[src/apci_pkg.sv]
// Shared types and constants for the IEC 104 APCI link receiver.
// No dependencies; imported by apci_core and the top level.
`default_nettype none

package apci_pkg;

   localparam int SEQ_W = 15;

   // Item opcodes
   localparam logic [1:0] OP_BYTE   = 2'd0;
   localparam logic [1:0] OP_TICK   = 2'd1;
   localparam logic [1:0] OP_HEADER = 2'd2;

   // Event codes
   localparam logic [1:0] EV_FRAME  = 2'd0;
   localparam logic [1:0] EV_DROP   = 2'd1;
   localparam logic [1:0] EV_HEADER = 2'd2;

   // Frame kinds
   localparam logic [1:0] KIND_I     = 2'd0;
   localparam logic [1:0] KIND_S     = 2'd1;
   localparam logic [1:0] KIND_U     = 2'd2;
   localparam logic [1:0] KIND_OTHER = 2'd3;

   // Register indexes
   localparam logic [1:0] REG_MAX_LENGTH    = 2'd0;
   localparam logic [1:0] REG_TIMEOUT_TICKS = 2'd1;

   localparam logic [7:0]  MAX_LENGTH_RST = 8'd253;
   localparam logic [15:0] TIMEOUT_RST    = 16'd200;

   localparam logic [7:0] START_BYTE   = 8'h68;
   localparam logic [7:0] CTRL_S       = 8'h01;
   localparam logic [7:0] CTRL_LEN     = 8'h04;
   localparam logic [7:0] U_STARTDT    = 8'h07;
   localparam logic [7:0] U_STARTDT_CN = 8'h0B;
   localparam logic [7:0] U_TESTFR     = 8'h43;
   localparam logic [7:0] U_TESTFR_CN  = 8'h83;
   localparam logic [7:0] HDR_EXTRA    = 8'd4;

   typedef enum logic [1:0] {
      PH_IDLE = 2'd0,
      PH_LEN  = 2'd1,
      PH_BODY = 2'd2
   } phase_type;

   typedef struct packed {
      logic [1:0] opcode;
      logic [7:0] data_byte;
      logic [7:0] payload_length;
   } item_type;

   typedef struct packed {
      logic [7:0]  max_length;
      logic [15:0] timeout_ticks;
   } cfg_type;

   typedef struct packed {
      logic [1:0]       event_res;
      logic [1:0]       frame_kind;
      logic [SEQ_W-1:0] peer_send_seq;
      logic [SEQ_W-1:0] peer_recv_seq;
      logic             reply_valid;
      logic [7:0]       reply_control;
      logic [7:0]       header_length;
      logic [SEQ_W-1:0] header_send_seq;
      logic [SEQ_W-1:0] header_recv_seq;
      logic             connected;
   } rsp_type;

endpackage

`default_nettype wire

[src/iec104_apci_link_receiver_top.sv]
// Top level of the IEC 104 APCI link receiver: input register, result register, CSRs.
// Depends on apci_pkg and apci_core.
//
//   channel  | ports                     | handshake
//   ---------+---------------------------+--------------------
//   request  | req_opcode/data/payload   | req_valid, req_stall
//   result   | rsp_* fields              | rsp_valid, rsp_stall
//   config   | csr_index, csr_wdata      | csr_valid, csr_ready
//
// One beat per cycle while req_stall is low; a request beat goes into the input register,
// then through one pass of the parser into the result register.
// Sync reset clears parser state, sequences and link flag, and loads the CSRs (253 / 200).
// A stalled result holds; requests that give no result keep flowing past it,
// and a request that gives one waits in the input register.
`default_nettype none

module iec104_apci_link_receiver_top (
   input  wire logic        clock,
   input  wire logic        reset,
   input  wire logic        req_valid,
   output logic             req_stall,
   input  wire logic [1:0]  req_opcode,
   input  wire logic [7:0]  req_data_byte,
   input  wire logic [7:0]  req_payload_length,
   output logic             rsp_valid,
   input  wire logic        rsp_stall,
   output logic [1:0]       rsp_event_res,
   output logic [1:0]       rsp_frame_kind,
   output logic [14:0]      rsp_peer_send_seq,
   output logic [14:0]      rsp_peer_recv_seq,
   output logic             rsp_reply_valid,
   output logic [7:0]       rsp_reply_control,
   output logic [7:0]       rsp_header_length,
   output logic [14:0]      rsp_header_send_seq,
   output logic [14:0]      rsp_header_recv_seq,
   output logic             rsp_connected,
   input  wire logic        csr_valid,
   output logic             csr_ready,
   input  wire logic [1:0]  csr_index,
   input  wire logic [15:0] csr_wdata
);
   import apci_pkg::*;

   logic     in_vld_ff, in_vld_in;
   item_type item_ff;
   logic     rsp_vld_ff, rsp_vld_in;
   rsp_type  rsp_ff;
   cfg_type  cfg_ff;

   logic     accept;
   logic     adv;
   logic     core_valid;
   rsp_type  core_res;

   apci_core u_core (
      .clock     (clock),
      .reset     (reset),
      .fire      (adv),
      .item      (item_ff),
      .cfg       (cfg_ff),
      .res_valid (core_valid),
      .res       (core_res)
   );

   assign adv        = in_vld_ff && (!rsp_vld_ff || !rsp_stall || !core_valid);
   assign req_stall  = in_vld_ff && !adv;
   assign accept     = req_valid && !req_stall;
   assign in_vld_in  = accept || (in_vld_ff && !adv);
   assign rsp_vld_in = (adv && core_valid) || (rsp_vld_ff && rsp_stall);
   assign csr_ready  = 1'b1;

   always_ff @(posedge clock) begin
      if (reset) begin
         in_vld_ff  <= 1'b0;
         rsp_vld_ff <= 1'b0;
      end else begin
         in_vld_ff  <= in_vld_in;
         rsp_vld_ff <= rsp_vld_in;
      end
   end

   always_ff @(posedge clock) begin
      if (accept) begin
         item_ff.opcode         <= req_opcode;
         item_ff.data_byte      <= req_data_byte;
         item_ff.payload_length <= req_payload_length;
      end
      if (adv && core_valid) begin
         rsp_ff <= core_res;
      end
   end

   always_ff @(posedge clock) begin
      if (reset) begin
         cfg_ff.max_length    <= MAX_LENGTH_RST;
         cfg_ff.timeout_ticks <= TIMEOUT_RST;
      end else if (csr_valid && csr_ready) begin
         case (csr_index)
            REG_MAX_LENGTH:    cfg_ff.max_length    <= csr_wdata[7:0];
            REG_TIMEOUT_TICKS: cfg_ff.timeout_ticks <= csr_wdata;
            default: ;
         endcase
      end
   end

   assign rsp_valid           = rsp_vld_ff;
   assign rsp_event_res       = rsp_ff.event_res;
   assign rsp_frame_kind      = rsp_ff.frame_kind;
   assign rsp_peer_send_seq   = rsp_ff.peer_send_seq;
   assign rsp_peer_recv_seq   = rsp_ff.peer_recv_seq;
   assign rsp_reply_valid     = rsp_ff.reply_valid;
   assign rsp_reply_control   = rsp_ff.reply_control;
   assign rsp_header_length   = rsp_ff.header_length;
   assign rsp_header_send_seq = rsp_ff.header_send_seq;
   assign rsp_header_recv_seq = rsp_ff.header_recv_seq;
   assign rsp_connected       = rsp_ff.connected;

endmodule

`default_nettype wire

[src/apci_core.sv]
// Frame parser and sequence state for the APCI link receiver.
// Depends on apci_pkg. One item is applied per fire; result is combinational.
`default_nettype none

module apci_core (
   input  wire logic             clock,
   input  wire logic             reset,
   input  wire logic             fire,
   input  wire apci_pkg::item_type item,
   input  wire apci_pkg::cfg_type  cfg,
   output logic                  res_valid,
   output apci_pkg::rsp_type     res
);
   import apci_pkg::*;

   phase_type        phase_ff, phase_in;
   logic [7:0]       flen_ff, flen_in;
   logic [7:0]       bcnt_ff, bcnt_in;
   logic [15:0]      wait_ff, wait_in;
   logic [SEQ_W-1:0] send_ff, send_in;
   logic [SEQ_W-1:0] recv_ff, recv_in;
   logic             link_ff, link_in;
   logic [7:0]       cb_ff [4];

   logic             wr_en;
   logic             do_drop;
   logic             do_finish;
   logic [8:0]       bcnt_next;
   logic [7:0]       cbv [4];
   logic [SEQ_W-1:0] ns, nr;

   assign bcnt_next = {1'b0, bcnt_ff} + 9'd1;

   // body bytes up to the fourth land in the control field
   assign wr_en = (item.opcode == OP_BYTE) && (phase_ff == PH_BODY) && (bcnt_ff < 8'd4);

   // control bytes as seen with this beat's write applied
   always_comb begin
      for (int i = 0; i < 4; i++) begin
         cbv[i] = (wr_en && bcnt_ff[1:0] == 2'(i)) ? item.data_byte : cb_ff[i];
      end
   end

   assign ns = {cbv[1], cbv[0][7:1]};
   assign nr = {cbv[3], cbv[2][7:1]};

   always_comb begin
      phase_in  = phase_ff;
      flen_in   = flen_ff;
      bcnt_in   = bcnt_ff;
      wait_in   = wait_ff;
      send_in   = send_ff;
      recv_in   = recv_ff;
      link_in   = link_ff;
      do_drop   = 1'b0;
      do_finish = 1'b0;
      res_valid = 1'b0;
      res       = '0;

      unique case (item.opcode)
         OP_BYTE: begin
            wait_in = '0;
            unique case (phase_ff)
               PH_LEN: begin
                  flen_in = item.data_byte;
                  bcnt_in = '0;
                  // zero length is a short frame: dropped right away
                  if (item.data_byte > cfg.max_length || item.data_byte == 8'd0) begin
                     do_drop = 1'b1;
                  end else begin
                     phase_in = PH_BODY;
                  end
               end
               PH_BODY: begin
                  bcnt_in = bcnt_next[7:0];
                  if (bcnt_next >= {1'b0, flen_ff}) begin
                     if (flen_ff < 8'd4) do_drop = 1'b1;
                     else do_finish = 1'b1;
                  end
               end
               default: begin
                  phase_in = (item.data_byte == START_BYTE) ? PH_LEN : PH_IDLE;
               end
            endcase
         end
         OP_TICK: begin
            if (phase_ff == PH_LEN || phase_ff == PH_BODY) begin
               if (wait_ff >= cfg.timeout_ticks) begin
                  wait_in = '0;
                  do_drop = 1'b1;
               end else begin
                  wait_in = wait_ff + 16'd1;
               end
            end
         end
         OP_HEADER: begin
            res_valid           = 1'b1;
            res.event_res       = EV_HEADER;
            res.header_length   = item.payload_length + HDR_EXTRA;
            res.header_send_seq = send_ff;
            res.header_recv_seq = recv_ff;
            send_in             = send_ff + SEQ_W'(1);
         end
         default: ;
      endcase

      if (do_drop) begin
         phase_in      = PH_IDLE;
         res_valid     = 1'b1;
         res.event_res = EV_DROP;
      end

      if (do_finish) begin
         phase_in      = PH_IDLE;
         res_valid     = 1'b1;
         res.event_res = EV_FRAME;
         if (!cbv[0][0]) begin
            res.frame_kind    = KIND_I;
            res.peer_send_seq = ns;
            res.peer_recv_seq = nr;
            recv_in           = ns + SEQ_W'(1);
            send_in           = nr;
         end else if (cbv[0] == CTRL_S) begin
            res.frame_kind    = KIND_S;
            res.peer_recv_seq = nr;
            send_in           = nr;
         end else if (flen_ff == CTRL_LEN) begin
            res.frame_kind = KIND_U;
            if (cbv[0] == U_STARTDT) begin
               link_in           = 1'b1;
               res.reply_valid   = 1'b1;
               res.reply_control = U_STARTDT_CN;
            end else if (cbv[0] == U_TESTFR) begin
               res.reply_valid   = 1'b1;
               res.reply_control = U_TESTFR_CN;
            end
         end else begin
            res.frame_kind = KIND_OTHER;
         end
      end

      res.connected = link_in;
   end

   always_ff @(posedge clock) begin
      if (reset) begin
         phase_ff <= PH_IDLE;
         flen_ff  <= '0;
         bcnt_ff  <= '0;
         wait_ff  <= '0;
         send_ff  <= '0;
         recv_ff  <= '0;
         link_ff  <= 1'b0;
      end else if (fire) begin
         phase_ff <= phase_in;
         flen_ff  <= flen_in;
         bcnt_ff  <= bcnt_in;
         wait_ff  <= wait_in;
         send_ff  <= send_in;
         recv_ff  <= recv_in;
         link_ff  <= link_in;
      end
   end

   always_ff @(posedge clock) begin
      if (fire && wr_en) begin
         cb_ff[bcnt_ff[1:0]] <= item.data_byte;
      end
   end

endmodule

`default_nettype wire
[config.mk]
export PLATFORM = sky130hd
export DESIGN_NAME = iec104_apci_link_receiver_top
export DESIGN_NICKNAME = d
export VERILOG_FILES = /design/src/apci_pkg.sv /design/src/iec104_apci_link_receiver_top.sv /design/src/apci_core.sv
export SDC_FILE = /design/constraint.sdc
export NUM_CORES = 1
export LEC_CHECK = 0
export CELL_PAD_IN_SITES_DETAIL_PLACEMENT = 2
export CELL_PAD_IN_SITES_GLOBAL_PLACEMENT = 2
export CORE_MARGIN = 3
export CORE_UTILIZATION = 37
export DETAILED_ROUTE_END_ITERATION = 12
export DONT_BUFFER_PORTS = 1
export PLACE_DENSITY_LB_ADDON = 0.08
export SETUP_SLACK_MARGIN = 0.02
export SYNTH_ARGS = -nofsm -noshare
export SYNTH_HDL_FRONTEND = slang
export SYNTH_SLANG_ARGS = --single-unit
[constraint.sdc]
create_clock -name clock -period 6.2 [get_ports clock]
set_input_delay 0.31 -clock clock [delete_from_list [all_inputs] [get_ports clock]]
set_output_delay 0.31 -clock clock [all_outputs]
set_load 0.005 [all_outputs]
==> metrics.md <==
| Metric | Value |
|---|---|
| Status | `complete, no violations` |
| Syn Inst Count | `990` |
| Finished Core Util | `0.4318` |
| Port buffer count | `0` |
| Nets | `1091` |
| Initial antenna violation count | `2` |
| Synth warn | `0` |
| Worst Skew | `0.02314 ns` |
| Critical R2R Capture | `u_core.send_ff[3]` |
| Gpl congestion | `0.8406` |
| EDFF count, synth | `125` |
| M1 GR Usage | `0.2545` |
| Die X | `172.9 µm` |
| Pin count of the biggest net entering global routing | `77` |
| GR Util met2 | `0.3525` |
| RSZ-0062 raised after global routing | `no` |
| Met3 Track Usage GR | `0.03426` |
| Worst Path Required | `6.64 ns` |
| Crit path max fanout | `21` |
| Final Hold Vio Count | `0` |
| Min cycle time layout | `4.208 ns` |
| Asr flop ratio synth | `0` |
| Global route overflow | `0` |
| CTS clock-pin slew for the worst setup and hold paths | `0.06 ns` |
| Initial DRC Count | `387` |
| Most frequent cell after synthesis | `nand2_1` |
| Final Setup Violations | `0` |
| Root Driver | `clkbuf_16` |
| Clock latency on the worst-skew pair | `0.54 ns` |
| P_leak | `4.244 nW` |
| First-pass GRT wire length | `48.17 mm` |
| Worst slew margin | `0.3105` |
| Hold WS | `0.04462 ns` |
| Worst slew pin tran | `1.028 ns` |
| Share of post-route cells with drive strength above 1 | `0.07797` |
| Clock tree sinks | `216` |
| Via/cell ratio | `5.409` |
| Setup crit start | `u_core.bcnt_ff[0]` |
| TritonCTS clock tree | `done` |
| Syn Std Cell Area | `10310 µm²` |
| Setup Buffers After CTS | `0` |
| Wire per inst | `21.77 µm` |
| Starting Density | `0.3793` |
| Post-Route WL | `30.44 mm` |
| Power after layout | `3.068 mW` |
| Register area share after synthesis | `0.5409` |
| Worst setup endpoint | `u_core.send_ff[3]` |
| Yosys top cell area share | `0.3642` |
| Final HPWL DP | `21.25 mm` |
| Syn Area/Cell | `10.41 µm²` |
| Top cell types by occurrence after synthesis | `nand2_1 (128), edfxtp_1 (125), dfxtp_1 (91)` |
| Flop-to-flop setup slack | `1.99 ns` |
| Main area contributors after synthesis | `edfxtp_1 (36%), dfxtp_1 (18%), ha_1 (5.1%)` |
| Worst setup path class | `flop to flop` |
| Worst hold path type | `input pin to flop` |
| Type of origin of the critical path | `flop` |
| Post-synthesis register bit count | `216` |
| Setup TNS | `0 ns` |
| Fillers | `2869` |
| IO Pins | `126` |
| Clk buf depth | `3` |
| PwrDens | `261.4 nW/µm²` |
| Final ANT Viol Nets | `0` |
| # rows | `60` |
| GRT Max-Usage Layer | `met2` |
| Top FF cell, synth | `edfxtp_1` |
| Vias in the first global route | `8329` |
| Final Max Slew Viols | `0` |
| CP Capture Type | `flop` |
| R2r startpoint | `u_core.bcnt_ff[0]` |
| Yosys cell types | `79` |
| Clock H-tree levels | `1` |
| Tcrit/Tclk final | `0.6787` |
| Cells on worst reg2reg path | `12` |
| Area leader, netlist | `edfxtp_1` |
| DR pass1 iterations | `4` |
| Area growth, synth to finish | `13.85%` |
| Max-cap viol count | `0` |
| Die height | `172.9 µm` |
| DRC viols | `0` |
| VDD IR max | `0.1715 mV` |
| Die ar. | `29900 µm²` |
| Core area | `27180 µm²` |
| Max Fclk | `237.7 MHz` |
| All-Layer GR Usage | `0.2000` |
| Antenna cells | `0` |
| Via count | `7562` |
| CTS Buf Count | `25` |
| Worst path arrival time | `4.65 ns` |
placed cells by master, fill, tap and decap left out, types with 4 or more instances in the layout:
cell           count
o21ai_0           28
edfxtp_1         125
nand2b_1           5
clkbuf_1           7
a32o_1             5
xor2_1             8
a21oi_1           70
conb_1             5
dfxtp_1           91
ha_1              42
nand4_1           24
nor3_1            14
mux2i_1           32
clkinv_2           4
buf_4              8
dlygate4sd3_1     36
inv_1             53
xnor2_1           13
nand2_1          128
o31ai_1            5
a31oi_1            5
o311ai_0          14
o211ai_1          13
clkbuf_16         25
nor4_1             4
and3_1            16
o22ai_1           11
nor2b_1            4
nand3_1           33
nor2_1            77
o21a_1             4
and2_1            32
o32ai_1            6
worst max-delay path: stages (launching register included):
cell	delay (ns)
dfxtp_1	0.43
ha_1	0.40
nand3_2	0.15
xnor2_1	0.26
ha_1	0.30
a21oi_1	0.15
o22ai_1	0.10
o31a_1	0.44
a2bb2oi_4	0.29
a41o_1	0.83
buf_4	0.34
nand2_1	0.21
o32ai_1	0.21
sequential cells by signal (all words and copies together) (netlist names), 3 cells and up:
register and flops:
rsp_header_length 8, rsp_reply_control 3, rsp_peer_recv_seq 15, u_core.recv_ff 15
rsp_header_send_seq 15, item_ff 18, u_core.wait_ff 16, rsp_header_recv_seq 15
cfg_ff 24, u_core.cb_ff 31, u_core.send_ff 15, u_core.bcnt_ff 8
rsp_peer_send_seq 15, u_core.flen_ff 8
how the worst min path moves through the flow:
| stage | start | endpoint | slack (ns) | cells after the start |
|---|---|---|---|---|
| floorplan | req_payload_length[0] | item_ff[0] | 0.41 | 0 |
| global placement | reset | cfg_ff[13] | 0.39 | 1 |
| detailed placement | reset | cfg_ff[14] | 0.39 | 1 |
| CTS | rsp_stall | rsp_valid | 0.03 | 2 |
| global route | rsp_stall | rsp_valid | 0.04 | 2 |
| finish | rsp_stall | rsp_valid | 0.04 | 2 |
through the flow:
step           area (µm²)  setup WS (ns)  instances
6_report            11740          1.992       1398
3_3_place_gp        10590          2.251       1316
2_1_floorplan       10320          1.484        993
3_5_place_dp        10590          2.034       1316
4_1_cts             11740          2.028       1398
5_1_grt             11740          1.669       1398
routing by layer:
layer | vias to the layer above | share of wire
li1 | 3591 | -
met1 | 3773 | 0.44
met2 | 151 | 0.50
met3 | 43 | 0.038
met4 | 4 | 0.022
met5 | - | 0.00089
area by class of cell:
cell class	instances	area (µm²)	share of cell area
Clock buffer	35	693.2	0.05907
Inverter	54	202.7	0.01727
Tap cell	372	465.4	0.03966
Multi-Input combinational cell	666	4288	0.3654
Sequential cell	216	5575	0.4751
Timing Repair Buffer	45	440.4	0.03753
Clock inverter	10	70.07	0.005971
cell families after synthesis:
| logic type | after synthesis | synth area share |
|---|---|---|
| AOI/OAI and AO/OA | 191 | 0.1236 |
| DFF | 216 | 0.5409 |
| adders and majority gates | 42 | 0.05098 |
| xor gates and xnor gates | 21 | 0.01784 |
| buffers and inverters | 111 | 0.04576 |
| other | 2 | 0.0007286 |
| muxes | 37 | 0.03982 |
| and+or+nand+nor | 370 | 0.1804 |
report_power, final:
group	total [mW]	internal (mW)	switching, mW	leakage [nW]
clock	1.38	0.783	0.595	0.367
combinational	0.130	0.0438	0.0861	2.00
sequential	1.56	1.53	0.0258	1.88
repair_timing:
item,CTS,global route
hold buffers,37,0
gates resized for setup,0,0
endpoints found under the hold margin,71,0
setup endpoints to repair,0,0
No activity file was read; power rests on OpenSTA's default activity.
